--- src/rtl/assert_macros.svh ---
// assertion helpers, clocked on clk_i and off while rst_ni is low
`ifndef ASSERT_MACROS_SVH
`define ASSERT_MACROS_SVH

// property must hold at every edge
`define ASSERT_IMPL(label, prop, msg) \
  label: assert property (@(posedge clk_i) disable iff (!rst_ni) prop) else $error(msg);

// expression must never be true
`define ASSERT_NEVER(label, expr, msg) \
  label: assert property (@(posedge clk_i) disable iff (!rst_ni) !(expr)) else $error(msg);

`endif

--- src/rtl/psgf_pkg.sv ---
`timescale 1ns / 1ps

package psgf_pkg;

  // default parameter values
  localparam int unsigned TimeWidthDef    = 32;
  localparam int unsigned SpeedFracDef    = 8;

  // fixed field widths
  localparam int unsigned NowWidth        = 32;
  localparam int unsigned CfgDataWidth    = 32;
  localparam int unsigned CfgIdxWidth     = 3;
  localparam int unsigned ShrinkWidth     = 7;
  localparam int unsigned StretchWidth    = 4;
  localparam int unsigned SpeedConstWidth = 24;
  localparam int unsigned SpeedWidth      = 16;
  localparam int unsigned HoldWidth       = 4;
  localparam int unsigned PeriodWidth     = 32;
  localparam int unsigned StatusWidth     = 3;
  localparam int unsigned PercentScale    = 100;

  // register reset values
  localparam logic [CfgDataWidth-1:0]    MinIntervalRst = 32'd7000;
  localparam logic [CfgDataWidth-1:0]    GateIntervalRst = 32'd141287;
  localparam logic [ShrinkWidth-1:0]     ShrinkRst      = 7'd85;
  localparam logic [StretchWidth-1:0]    StretchRst     = 4'd3;
  localparam logic [SpeedConstWidth-1:0] SpeedConstRst  = 24'd1412873;
  localparam logic [SpeedWidth-1:0]      DeltaRst       = 16'd1280;
  localparam logic [HoldWidth-1:0]       RejectRst      = 4'd5;
  localparam logic [CfgDataWidth-1:0]    TimeoutRst     = 32'd2000000;

  // configuration register indexes
  typedef enum logic [CfgIdxWidth-1:0] {
    CfgMinInterval  = 3'd0,
    CfgGateInterval = 3'd1,
    CfgShrink       = 3'd2,
    CfgStretch      = 3'd3,
    CfgSpeedConst   = 3'd4,
    CfgDelta        = 3'd5,
    CfgReject       = 3'd6,
    CfgTimeout      = 3'd7
  } cfg_idx_e;

  // event codes of a result
  typedef enum logic [StatusWidth-1:0] {
    StNone     = 3'd0,
    StRefSet   = 3'd1,
    StTooShort = 3'd2,
    StRatio    = 3'd3,
    StUpdated  = 3'd4,
    StHeld     = 3'd5,
    StTimeout  = 3'd6
  } status_e;

  // divider result toward the sequencer
  typedef struct packed {
    logic                  done;
    logic [SpeedWidth-1:0] quot;
  } div_res_t;

endpackage

--- src/rtl/psgf_if.sv ---
`timescale 1ns / 1ps

// pulse edge or time check request
interface psgf_in_if;
  logic                              valid;
  logic                              ready;
  logic                              mode;
  logic [psgf_pkg::NowWidth-1:0]     now_us;

  modport source (output valid, output mode, output now_us, input ready);
  modport sink   (input valid, input mode, input now_us, output ready);
endinterface

// configuration write request
interface psgf_cfg_if;
  logic                              valid;
  logic                              ready;
  logic [psgf_pkg::CfgIdxWidth-1:0]  addr;
  logic [psgf_pkg::CfgDataWidth-1:0] data;

  modport source (output valid, output addr, output data, input ready);
  modport sink   (input valid, input addr, input data, output ready);
endinterface

// result request
interface psgf_out_if;
  logic                              valid;
  logic                              ready;
  logic [psgf_pkg::SpeedWidth-1:0]   raw_speed;
  logic [psgf_pkg::SpeedWidth-1:0]   filtered_speed;
  logic [psgf_pkg::PeriodWidth-1:0]  period_us;
  logic [psgf_pkg::StatusWidth-1:0]  event_status;
  logic [psgf_pkg::HoldWidth-1:0]    hold_count;

  modport source (output valid, output raw_speed, output filtered_speed, output period_us,
                  output event_status, output hold_count, input ready);
  modport sink   (input valid, input raw_speed, input filtered_speed, input period_us,
                  input event_status, input hold_count, output ready);
endinterface

--- src/rtl/psgf_div.sv ---
`timescale 1ns / 1ps

// bit-serial restoring divider: (speed_const << frac) / divisor, saturated to 16 bits
module psgf_div #(
  parameter int unsigned TIME_WIDTH      = psgf_pkg::TimeWidthDef,
  parameter int unsigned SPEED_FRAC_BITS = psgf_pkg::SpeedFracDef
) (
  input  logic                                 clk_i,
  input  logic                                 rst_ni,
  input  logic                                 start_i,
  input  logic [psgf_pkg::SpeedConstWidth-1:0] speed_const_i,
  input  logic [TIME_WIDTH-1:0]                divisor_i,
  output psgf_pkg::div_res_t                   res_o
);

  localparam int unsigned QW   = psgf_pkg::SpeedWidth;
  localparam int unsigned DW   = psgf_pkg::SpeedConstWidth + SPEED_FRAC_BITS;
  localparam int unsigned HW   = DW - QW;
  localparam int unsigned RW   = ((TIME_WIDTH > HW) ? TIME_WIDTH : HW) + 1;
  localparam int unsigned CntW = $clog2(QW + 1);

  logic [DW-1:0]   dividend;
  logic [RW-1:0]   hi_ext;
  logic [RW-1:0]   trial;
  logic            fits;
  logic [RW-1:0]   rem_q;
  logic [RW-1:0]   dvsr_q;
  logic [QW-1:0]   lo_q;
  logic [QW-1:0]   quot_q;
  logic [CntW-1:0] cnt_q;
  logic            busy_q;
  logic            done_q;

  // scaled dividend and first partial remainder
  assign dividend = DW'(speed_const_i) << SPEED_FRAC_BITS;
  assign hi_ext   = RW'(dividend[DW-1:QW]);

  // one quotient bit per cycle
  assign trial = {rem_q[RW-2:0], lo_q[QW-1]};
  assign fits  = (trial >= dvsr_q);

  always_ff @(posedge clk_i or negedge rst_ni) begin
    if (!rst_ni) begin
      busy_q <= 1'b0;
      done_q <= 1'b0;
      cnt_q  <= '0;
      rem_q  <= '0;
      dvsr_q <= '0;
      lo_q   <= '0;
      quot_q <= '0;
    end else begin
      done_q <= 1'b0;
      if (start_i) begin
        dvsr_q <= RW'(divisor_i);
        if (hi_ext >= RW'(divisor_i)) begin
          // quotient would not fit in 16 bits
          quot_q <= '1;
          done_q <= 1'b1;
        end else begin
          rem_q  <= hi_ext;
          lo_q   <= dividend[QW-1:0];
          quot_q <= '0;
          cnt_q  <= CntW'(QW);
          busy_q <= 1'b1;
        end
      end else if (busy_q) begin
        rem_q  <= fits ? (trial - dvsr_q) : trial;
        lo_q   <= {lo_q[QW-2:0], 1'b0};
        quot_q <= {quot_q[QW-2:0], fits};
        cnt_q  <= cnt_q - CntW'(1);
        if (cnt_q == CntW'(1)) begin
          busy_q <= 1'b0;
          done_q <= 1'b1;
        end
      end
    end
  end

  assign res_o.done = done_q;
  assign res_o.quot = quot_q;

endmodule

--- src/rtl/pulse_speed_glitch_filter.sv ---
`timescale 1ns / 1ps
// channel | dir | handshake      | payload
// in_i    | in  | valid / ready  | mode, now_us
// cfg_i   | in  | valid / ready  | addr (register index), data
// out_o   | out | valid / ready  | raw_speed, filtered_speed, period_us, event_status, hold_count
//
// one request at a time. a time check, a first or a too-short edge goes from evaluation to
// finish; a ratio reject passes the serial multiply and ratio check; an accepted edge passes
// the serial multiply (only while the ratio gate is on), ratio check, bit-serial divider (it
// skips its bit loop if the quotient saturates), filter and finish. rst_ni clears all
// measurement state and loads register defaults. a new request is taken while the last result
// still waits; the sequencer stalls in its last state until out_o is free. cfg_i is always ready.

`include "assert_macros.svh"

module pulse_speed_glitch_filter #(
  parameter int unsigned TIME_WIDTH      = psgf_pkg::TimeWidthDef,
  parameter int unsigned SPEED_FRAC_BITS = psgf_pkg::SpeedFracDef
) (
  input  logic         clk_i,
  input  logic         rst_ni,
  psgf_in_if.sink      in_i,
  psgf_cfg_if.sink     cfg_i,
  psgf_out_if.source   out_o
);

  localparam int unsigned TW      = TIME_WIDTH;
  localparam int unsigned CW      = (TW > psgf_pkg::CfgDataWidth) ? TW : psgf_pkg::CfgDataWidth;
  localparam int unsigned PW      = TW + psgf_pkg::ShrinkWidth;
  localparam int unsigned FW      = TW + psgf_pkg::StretchWidth;
  localparam int unsigned MulCntW = $clog2(psgf_pkg::ShrinkWidth);
  localparam int unsigned SW      = psgf_pkg::SpeedWidth;
  localparam int unsigned HoldW   = psgf_pkg::HoldWidth;

  typedef enum logic [6:0] {
    SIdle   = 7'b0000001,
    SEval   = 7'b0000010,
    SMul    = 7'b0000100,
    SRatio  = 7'b0001000,
    SDiv    = 7'b0010000,
    SFilt   = 7'b0100000,
    SFinish = 7'b1000000
  } state_e;

  state_e state_q, state_d;

  // configuration registers
  logic [psgf_pkg::CfgDataWidth-1:0]    min_int_q;
  logic [psgf_pkg::CfgDataWidth-1:0]    gate_q;
  logic [psgf_pkg::ShrinkWidth-1:0]     shrink_q;
  logic [psgf_pkg::StretchWidth-1:0]    stretch_q;
  logic [psgf_pkg::SpeedConstWidth-1:0] spd_const_q;
  logic [SW-1:0]                        delta_q;
  logic [HoldW-1:0]                     rej_lim_q;
  logic [psgf_pkg::CfgDataWidth-1:0]    timeout_q;

  // request and measurement state
  logic                  mode_q;
  logic [TW-1:0]         now_q;
  logic [TW-1:0]         last_q;
  logic                  have_ref_q;
  logic [TW-1:0]         valid_q;
  logic [TW-1:0]         period_q;
  logic [SW-1:0]         unf_q;
  logic [SW-1:0]         sm_q;
  logic [HoldW-1:0]      held_q;

  // work registers
  logic [TW-1:0]                    diff_q;
  logic                             chk_q;
  psgf_pkg::status_e                status_q;
  logic [PW-1:0]                    v_sh_q;
  logic [PW-1:0]                    acc_p_q;
  logic [FW-1:0]                    acc_f_q;
  logic [psgf_pkg::ShrinkWidth-1:0] mp_q;
  logic [psgf_pkg::StretchWidth-1:0] mf_q;
  logic [MulCntW-1:0]               mcnt_q;

  // result register
  logic                              out_valid_q;
  logic [SW-1:0]                     out_raw_q;
  logic [SW-1:0]                     out_filt_q;
  logic [psgf_pkg::PeriodWidth-1:0]  out_per_q;
  logic [psgf_pkg::StatusWidth-1:0]  out_stat_q;
  logic [HoldW-1:0]                  out_hold_q;

  logic [TW-1:0]                     diff_w;
  logic                              too_short;
  logic                              gate_on;
  logic                              timed_out;
  logic [PW:0]                       shr_rhs;
  logic                              ratio_bad;
  logic [SW-1:0]                     delta_w;
  logic                              take_new;
  logic                              out_free;
  logic                              div_start;
  logic [CW-1:0]                     per_ext;
  logic [psgf_pkg::PeriodWidth-1:0]  per_out;
  psgf_pkg::div_res_t                div_res;

  // configuration writes
  assign cfg_i.ready = 1'b1;

  always_ff @(posedge clk_i or negedge rst_ni) begin
    if (!rst_ni) begin
      min_int_q   <= psgf_pkg::MinIntervalRst;
      gate_q      <= psgf_pkg::GateIntervalRst;
      shrink_q    <= psgf_pkg::ShrinkRst;
      stretch_q   <= psgf_pkg::StretchRst;
      spd_const_q <= psgf_pkg::SpeedConstRst;
      delta_q     <= psgf_pkg::DeltaRst;
      rej_lim_q   <= psgf_pkg::RejectRst;
      timeout_q   <= psgf_pkg::TimeoutRst;
    end else if (cfg_i.valid) begin
      case (psgf_pkg::cfg_idx_e'(cfg_i.addr))
        psgf_pkg::CfgMinInterval:  min_int_q   <= cfg_i.data;
        psgf_pkg::CfgGateInterval: gate_q      <= cfg_i.data;
        psgf_pkg::CfgShrink:       shrink_q    <= cfg_i.data[psgf_pkg::ShrinkWidth-1:0];
        psgf_pkg::CfgStretch:      stretch_q   <= cfg_i.data[psgf_pkg::StretchWidth-1:0];
        psgf_pkg::CfgSpeedConst:   spd_const_q <= cfg_i.data[psgf_pkg::SpeedConstWidth-1:0];
        psgf_pkg::CfgDelta:        delta_q     <= cfg_i.data[SW-1:0];
        psgf_pkg::CfgReject:       rej_lim_q   <= cfg_i.data[HoldW-1:0];
        psgf_pkg::CfgTimeout:      timeout_q   <= cfg_i.data;
        default: ;
      endcase
    end
  end

  // interval and length checks
  assign diff_w    = now_q - last_q;
  assign too_short = (diff_w == '0) || (CW'(diff_w) <= CW'(min_int_q));
  assign gate_on   = (valid_q != '0) && (CW'(valid_q) < CW'(gate_q));
  assign timed_out = have_ref_q && (CW'(diff_w) > CW'(timeout_q));

  // ratio checks: diff < floor(v*pct/100) is 100*(diff+1) <= v*pct
  assign shr_rhs   = ((PW+1)'(diff_q) + (PW+1)'(1)) * (PW+1)'(psgf_pkg::PercentScale);
  assign ratio_bad = chk_q && ((shr_rhs <= (PW+1)'(acc_p_q)) || (FW'(diff_q) > acc_f_q));

  // delta filter decision
  assign delta_w  = (unf_q > sm_q) ? (unf_q - sm_q) : (sm_q - unf_q);
  assign take_new = (sm_q == '0) || (delta_w <= delta_q) || (held_q >= rej_lim_q);

  assign out_free  = !out_valid_q || out_o.ready;
  assign div_start = (state_q == SRatio) && !ratio_bad;

  psgf_div #(
    .TIME_WIDTH      (TIME_WIDTH),
    .SPEED_FRAC_BITS (SPEED_FRAC_BITS)
  ) u_div (
    .clk_i         (clk_i),
    .rst_ni        (rst_ni),
    .start_i       (div_start),
    .speed_const_i (spd_const_q),
    .divisor_i     (diff_q),
    .res_o         (div_res)
  );

  // sequencer
  always_comb begin
    state_d = state_q;
    case (state_q)
      SIdle:   if (in_i.valid) state_d = SEval;
      SEval: begin
        if (mode_q || !have_ref_q || too_short) state_d = SFinish;
        else if (gate_on)                       state_d = SMul;
        else                                    state_d = SRatio;
      end
      SMul:    if (mcnt_q == '0) state_d = SRatio;
      SRatio:  state_d = ratio_bad ? SFinish : SDiv;
      SDiv:    if (div_res.done) state_d = SFilt;
      SFilt:   state_d = SFinish;
      SFinish: if (out_free) state_d = SIdle;
      default: state_d = SIdle;
    endcase
  end

  assign in_i.ready = (state_q == SIdle);

  always_ff @(posedge clk_i or negedge rst_ni) begin
    if (!rst_ni) begin
      state_q <= SIdle;
    end else begin
      state_q <= state_d;
    end
  end

  // measurement datapath
  always_ff @(posedge clk_i or negedge rst_ni) begin
    if (!rst_ni) begin
      mode_q     <= 1'b0;
      now_q      <= '0;
      last_q     <= '0;
      have_ref_q <= 1'b0;
      valid_q    <= '0;
      period_q   <= '0;
      unf_q      <= '0;
      sm_q       <= '0;
      held_q     <= '0;
      status_q   <= psgf_pkg::StNone;
      chk_q      <= 1'b0;
      diff_q     <= '0;
      v_sh_q     <= '0;
      acc_p_q    <= '0;
      acc_f_q    <= '0;
      mp_q       <= '0;
      mf_q       <= '0;
      mcnt_q     <= '0;
    end else begin
      case (state_q)
        SIdle: begin
          if (in_i.valid) begin
            mode_q <= in_i.mode;
            now_q  <= TW'(in_i.now_us);
          end
        end
        SEval: begin
          chk_q    <= gate_on;
          diff_q   <= diff_w;
          v_sh_q   <= PW'(valid_q);
          acc_p_q  <= '0;
          acc_f_q  <= '0;
          mp_q     <= shrink_q;
          mf_q     <= stretch_q;
          mcnt_q   <= MulCntW'(psgf_pkg::ShrinkWidth - 1);
          if (mode_q) begin
            // time check, no edge for too long
            if (timed_out) begin
              last_q     <= '0;
              have_ref_q <= 1'b0;
              valid_q    <= '0;
              period_q   <= '0;
              unf_q      <= '0;
              sm_q       <= '0;
              held_q     <= '0;
              status_q   <= psgf_pkg::StTimeout;
            end else begin
              status_q   <= psgf_pkg::StNone;
            end
          end else if (!have_ref_q) begin
            have_ref_q <= 1'b1;
            last_q     <= now_q;
            status_q   <= psgf_pkg::StRefSet;
          end else begin
            last_q <= now_q;
            if (too_short) status_q <= psgf_pkg::StTooShort;
            else           status_q <= psgf_pkg::StNone;
          end
        end
        SMul: begin
          // shift-add of the last valid interval by percent and factor
          if (mp_q[0]) acc_p_q <= acc_p_q + v_sh_q;
          if (mf_q[0]) acc_f_q <= acc_f_q + v_sh_q[FW-1:0];
          v_sh_q <= {v_sh_q[PW-2:0], 1'b0};
          mp_q   <= mp_q >> 1;
          mf_q   <= mf_q >> 1;
          mcnt_q <= mcnt_q - MulCntW'(1);
        end
        SRatio: begin
          if (ratio_bad) status_q <= psgf_pkg::StRatio;
        end
        SDiv: begin
          if (div_res.done) begin
            valid_q  <= diff_q;
            period_q <= diff_q;
            unf_q    <= div_res.quot;
          end
        end
        SFilt: begin
          if (take_new) begin
            sm_q     <= unf_q;
            held_q   <= '0;
            status_q <= psgf_pkg::StUpdated;
          end else begin
            if (held_q != '1) held_q <= held_q + HoldW'(1);
            status_q <= psgf_pkg::StHeld;
          end
        end
        default: ;
      endcase
    end
  end

  // period saturated to the output width
  assign per_ext = CW'(period_q);
  assign per_out = (per_ext > CW'({psgf_pkg::PeriodWidth{1'b1}})) ? '1
                                                                  : per_ext[psgf_pkg::PeriodWidth-1:0];

  // result register
  always_ff @(posedge clk_i or negedge rst_ni) begin
    if (!rst_ni) begin
      out_valid_q <= 1'b0;
      out_raw_q   <= '0;
      out_filt_q  <= '0;
      out_per_q   <= '0;
      out_stat_q  <= '0;
      out_hold_q  <= '0;
    end else begin
      if ((state_q == SFinish) && out_free) begin
        out_valid_q <= 1'b1;
        out_raw_q   <= unf_q;
        out_filt_q  <= sm_q;
        out_per_q   <= per_out;
        out_stat_q  <= status_q;
        out_hold_q  <= held_q;
      end else if (out_valid_q && out_o.ready) begin
        out_valid_q <= 1'b0;
      end
    end
  end

  assign out_o.valid          = out_valid_q;
  assign out_o.raw_speed      = out_raw_q;
  assign out_o.filtered_speed = out_filt_q;
  assign out_o.period_us      = out_per_q;
  assign out_o.event_status   = out_stat_q;
  assign out_o.hold_count     = out_hold_q;

  // checks
  `ASSERT_IMPL(a_accept_eval, in_i.valid && in_i.ready |=> state_q == SEval, "accepted request did not start evaluation")
  `ASSERT_NEVER(a_done_outside_div, div_res.done && (state_q != SDiv), "divider finished outside divide state")
  `ASSERT_IMPL(a_update_tracks, out_valid_q && (out_stat_q == psgf_pkg::StUpdated) |-> out_filt_q == out_raw_q, "updated result with filtered speed apart from raw speed")
  `ASSERT_IMPL(a_timeout_clears, out_valid_q && (out_stat_q == psgf_pkg::StTimeout) |-> (out_raw_q == '0) && (out_filt_q == '0) && (out_hold_q == '0), "timeout result with measurement left")

endmodule
--- src/flat_wrapper.sv ---
// flat-port wrapper written by rule: the top's interface ports become plain ports
module pulse_speed_glitch_filter_flat 
#(
  parameter int unsigned TIME_WIDTH      = psgf_pkg::TimeWidthDef,
  parameter int unsigned SPEED_FRAC_BITS = psgf_pkg::SpeedFracDef
)
  (clk_i, rst_ni, in_i_valid, in_i_mode, in_i_now_us, in_i_ready, cfg_i_valid, cfg_i_addr, cfg_i_data, cfg_i_ready, out_o_valid, out_o_raw_speed, out_o_filtered_speed, out_o_period_us, out_o_event_status, out_o_hold_count, out_o_ready);
  psgf_in_if in_i_i ();
  psgf_cfg_if cfg_i_i ();
  psgf_out_if out_o_i ();
  input  logic clk_i;
  input  logic rst_ni;
  input wire logic [$bits(in_i_i.valid)-1:0] in_i_valid;
  input wire logic [$bits(in_i_i.mode)-1:0] in_i_mode;
  input wire logic [$bits(in_i_i.now_us)-1:0] in_i_now_us;
  output wire logic [$bits(in_i_i.ready)-1:0] in_i_ready;
  input wire logic [$bits(cfg_i_i.valid)-1:0] cfg_i_valid;
  input wire logic [$bits(cfg_i_i.addr)-1:0] cfg_i_addr;
  input wire logic [$bits(cfg_i_i.data)-1:0] cfg_i_data;
  output wire logic [$bits(cfg_i_i.ready)-1:0] cfg_i_ready;
  output wire logic [$bits(out_o_i.valid)-1:0] out_o_valid;
  output wire logic [$bits(out_o_i.raw_speed)-1:0] out_o_raw_speed;
  output wire logic [$bits(out_o_i.filtered_speed)-1:0] out_o_filtered_speed;
  output wire logic [$bits(out_o_i.period_us)-1:0] out_o_period_us;
  output wire logic [$bits(out_o_i.event_status)-1:0] out_o_event_status;
  output wire logic [$bits(out_o_i.hold_count)-1:0] out_o_hold_count;
  input wire logic [$bits(out_o_i.ready)-1:0] out_o_ready;
  assign in_i_i.valid = in_i_valid;
  assign in_i_i.mode = in_i_mode;
  assign in_i_i.now_us = in_i_now_us;
  assign in_i_ready = in_i_i.ready;
  assign cfg_i_i.valid = cfg_i_valid;
  assign cfg_i_i.addr = cfg_i_addr;
  assign cfg_i_i.data = cfg_i_data;
  assign cfg_i_ready = cfg_i_i.ready;
  assign out_o_valid = out_o_i.valid;
  assign out_o_raw_speed = out_o_i.raw_speed;
  assign out_o_filtered_speed = out_o_i.filtered_speed;
  assign out_o_period_us = out_o_i.period_us;
  assign out_o_event_status = out_o_i.event_status;
  assign out_o_hold_count = out_o_i.hold_count;
  assign out_o_i.ready = out_o_ready;
  pulse_speed_glitch_filter #(.TIME_WIDTH(TIME_WIDTH), .SPEED_FRAC_BITS(SPEED_FRAC_BITS)) u_core (.clk_i(clk_i), .rst_ni(rst_ni), .in_i(in_i_i), .cfg_i(cfg_i_i), .out_o(out_o_i));
endmodule
--- config.mk ---
export PLATFORM = sky130hd
export DESIGN_NAME = pulse_speed_glitch_filter_flat
export DESIGN_NICKNAME = d
export VERILOG_FILES = /design/src/rtl/psgf_pkg.sv /design/src/rtl/psgf_if.sv /design/src/rtl/psgf_div.sv /design/src/rtl/pulse_speed_glitch_filter.sv /design/src/flat_wrapper.sv
export VERILOG_INCLUDE_DIRS = /design/src /design/src/rtl
export SDC_FILE = /design/constraint.sdc
export NUM_CORES = 2
export LEC_CHECK = 0
export BUFFER_PORTS_ARGS = -buffer_cell sky130_fd_sc_hd__buf_2
export CAP_MARGIN = 20
export CORE_MARGIN = 10
export CORE_UTILIZATION = 55
export CTS_CLUSTER_DIAMETER = 40
export CTS_CLUSTER_SIZE = 16
export DETAILED_ROUTE_END_ITERATION = 6
export MAX_ROUTING_LAYER = met4
export PLACE_DENSITY = 0.72
export SETUP_SLACK_MARGIN = 0.3
export SYNTH_ARGS = -nofsm -noshare
export SYNTH_HDL_FRONTEND = slang
export SYNTH_SLANG_ARGS = --single-unit
--- constraint.sdc ---
create_clock -name clk_i -period 10.9 [get_ports clk_i]
set_input_delay 1.635 -clock clk_i [delete_from_list [all_inputs] [get_ports clk_i]]
set_output_delay 1.635 -clock clk_i [all_outputs]
set_load 0.1 [all_outputs]
==> impl_metrics.tcl <==
set metrics [dict create \
    root_buffer "clkbuf_16" \
    synth_cell_types 90 \
    antenna_left 0 \
    min_period_over_period_pct 88.75 \
    numCtsBuffers 100 \
    grt_util_met2_pct 41.61 \
    synthesis.nets 5235 \
    cts_setup_buffers 0 \
    hold_buffers 0 \
    slew_viol_final 0 \
    slowest_delay_ns 0.62 \
    layout_commonest_cell "nand2_1" \
    p_leak_nw 23.09 \
    grt_use_met1_pct 37.81 \
    grt.total_usage_pct 27.67 \
    clockBufferDepth 3 \
    routed_via_density 5.884 \
    gp_congestion 0.9504 \
    synth_seq_cells 623 \
    total_power_mw 15.96 \
    drt_first_iter_violations 2696 \
    crit_path_end_kind "flop" \
    grt_max_degree 169 \
    path_max_fanout 68 \
    synth_area_sq_mm 0.04209 \
    mostFrequentLayoutCells "nand2_1 (622), dfrtp_1 (577), inv_1 (482)" \
    hold_violations 0 \
    setup-violations-final 0 \
    slew_headroom_pct 26.46 \
    core-area_sq_mm 0.07595 \
    met3_usage_pct 4.305 \
    switching_share_pct 45.77 \
    p_switching_mw 7.305 \
    drc_errors 0 \
    final_nets 5340 \
    layout-drive-gt1-share_pct 13.05 \
    wirelength_mm 118.2 \
    hpwl_mm 88.87 \
    fin_cells 5875 \
    async_reset_ff_share_pct 100.0 \
    critical_path.most_common_cell "ha_1" \
    max_freq_mhz 103.4 \
    hp-class "reg2reg" \
    first_pass_iters 6 \
    path_class "reg2reg" \
    htreeDepth 3 \
    synthTopCellsByArea "dfrtp_1 (34%), ha_1 (14%), nand2_1 (5.6%)" \
    dpl.cell_count 5684 \
    grt_pass1_vias 33840 \
    tightest_slew_ns 1.103 \
    cts_tree "built" \
    grt.busiest_layer "met2" \
    die_w_microns 296.6 \
    area_growth_pct 12.59 \
    critPathArrivalTime_ns 10.24 \
    maxCapViolCount 0 \
    clock-sinks 623 \
    vias 34570 \
    yosys.area.top_type "dfrtp_1" \
    path_clk_slew_ns 0.06 \
    avgSynthCellArea_sq_um 9.045 \
    clk_latency_ns 0.69 \
    tns_ns 0 \
    grt_pass1_wl_mm 187.7 \
    power.share.clock_pct 20.3 \
    ir_drop_uv 278.4 \
    powerDensity_mw_per_mm2 336.8 \
    status "finished, final reports clean" \
    worst_path_max_delay_cell "buf_4" \
    initial_core_util_pct 55.41 \
    avgRoutedWirePerCell_microns 20.12 \
    rows 101 \
    final.min_clock_period_ns 9.673 \
    reg_top3 "u_core.acc_p_q x39, u_core.v_sh_q x39, u_core.acc_f_q x36" \
    start_kind "flop" \
    synthFlopType "dfrtp_1" \
    rsz0062_at_grt "false" \
    yosys_warnings 0 \
    worstPathRequired_ns 11.47 \
    chipHeight_microns 296.6 \
    p_int_mw 8.654 \
    overflow 0 \
    dieArea_sq_mm 0.08799 \
    antenna_found_initial 1 \
    ios 147 \
    synth_top_area_share_pct 34.31 \
    skew_ns 0.04949 \
    p_comb_share_pct 59.5 \
    numPortBuffers 145 \
    yosysSeqAreaShare_pct 37.18 \
    synth_edf_count 0 \
    synthCells 4653 \
    p_seq_share_pct 20.2 \
]
==> cells by family (layout without fill, tap and decap cells) <==
logic type               after synthesis  in the layout  share of synthesized area [%]
AO/OA/AOI/OAI                       1213           1213                          17.88
XOR/XNOR                             190            190                          3.954
adder cells (fa/ha/maj)              509            509                          15.74
buffers and inverters                672            863                          6.020
flip-flops                           623            623                          37.18
multiplexers                         217            217                          5.652
other                                  1              2                       0.008910
AND/OR/NAND/NOR                     1228           1228                          13.57
==> per-stage QoR <==
step | hold WS [ns] | cell area (sq um) | setup slack (ns) | utilization [%]
floorplan | 0.4450 | 42090 | 2.965 | -
CTS | 0.4768 | 47350 | 0.9753 | 62.35
detailed placement | 0.4625 | 43890 | 1.018 | 57.79
finish | 0.4720 | 47380 | 1.227 | 62.39
global placement | 0.4593 | 43890 | 1.206 | 57.79
global route | 0.4933 | 47380 | 0.3988 | 62.39
==> synth_stat cells, types with 31 or more instances <==
cell	n
nor2b_1	34
nor2_1	131
mux2_2	165
xor2_1	81
dfstp_2	46
nand3_1	129
o21bai_1	31
o21a_1	48
o21ai_0	457
nand2_1	623
a22oi_1	43
mux2i_1	52
fa_1	34
nor4_1	34
dfrtp_1	577
ha_1	475
nand4_1	59
inv_1	482
a21oi_1	235
clkbuf_1	168
xnor2_1	109
nor3_1	50
a31oi_1	31
a21o_1	149
==> power by group through the flow <==
| stage | Clock [mW] | Combinational (mW) | Sequential [mW] |
|---|---|---|---|
| after floorplan | 0 | 6.95 | 3.06 |
| after global placement | 0 | 9.10 | 3.22 |
| after detailed placement | 0 | 9.32 | 3.24 |
| final | 3.24 | 9.50 | 3.22 |
| after global routing | 3.39 | 10.7 | 3.26 |
| after CTS | 3.27 | 9.39 | 3.20 |
==> area by class of cell <==
cell class	instances	area (sq um)
inverter	484	1817
multi-input combinational	3358	24020
fill	6352	28560
clock inverter	76	844.6
antenna	1	2.502
timing repair buffer	191	1141
sequential	623	15650
clock buffer	112	2619
tap	1030	1289
==> worst max-delay path, delay by kind of cell (launching register included) <==
family / cells / cell delay (ns)
AND/OR/NAND/NOR: 11 / 2.48
flip-flops: 1 / 0.48
AO/OA/AOI/OAI: 13 / 2.88
XOR/XNOR: 2 / 0.61
adder cells (fa/ha/maj): 5 / 1.78
buffers and inverters: 6 / 1.31
==> final timing paths <==
kind | start | end | slack, ns | cells past startpoint
setup / recovery | u_core.diff_q[2]$_DFFE_PN0P_ | u_core.u_div.done_q$_DFF_PN0_ | 1.23 | 37
min in group asynchronous | rst_ni | u_core.acc_p_q[28]$_DFFE_PN0P_ | 1.00 | 1
hold / removal | u_core.out_o.filtered_speed[4]$_DFFE_PN0P_ | u_core.out_o.filtered_speed[4]$_DFFE_PN0P_ | 0.47 | 2
max in group asynchronous | rst_ni | u_core.timeout_q[12]$_DFFE_PN0P_ | 7.67 | 3
setup reg to reg | u_core.diff_q[2]$_DFFE_PN0P_ | u_core.u_div.done_q$_DFF_PN0_ | 1.23 | 37
hold reg to reg | u_core.out_o.filtered_speed[4]$_DFFE_PN0P_ | u_core.out_o.filtered_speed[4]$_DFFE_PN0P_ | 0.47 | 2
==> per-layer routing <==
metal | part of all wire (%) | up-vias
met5 | 0 | -
met4 | 3.4 | 0
met3 | 6.3 | 221
met2 | 44 | 998
met1 | 46 | 16850
li1 | - | 16510
==> what timing repair did <==
| action | in CTS | in global routing |
|---|---|---|
| endpoints found under the setup margin | 0 | 8 |
| gates resized for setup | 0 | 1 |
| endpoints found under the hold margin | 0 | 0 |
Power figures use the tool's default switching activity.
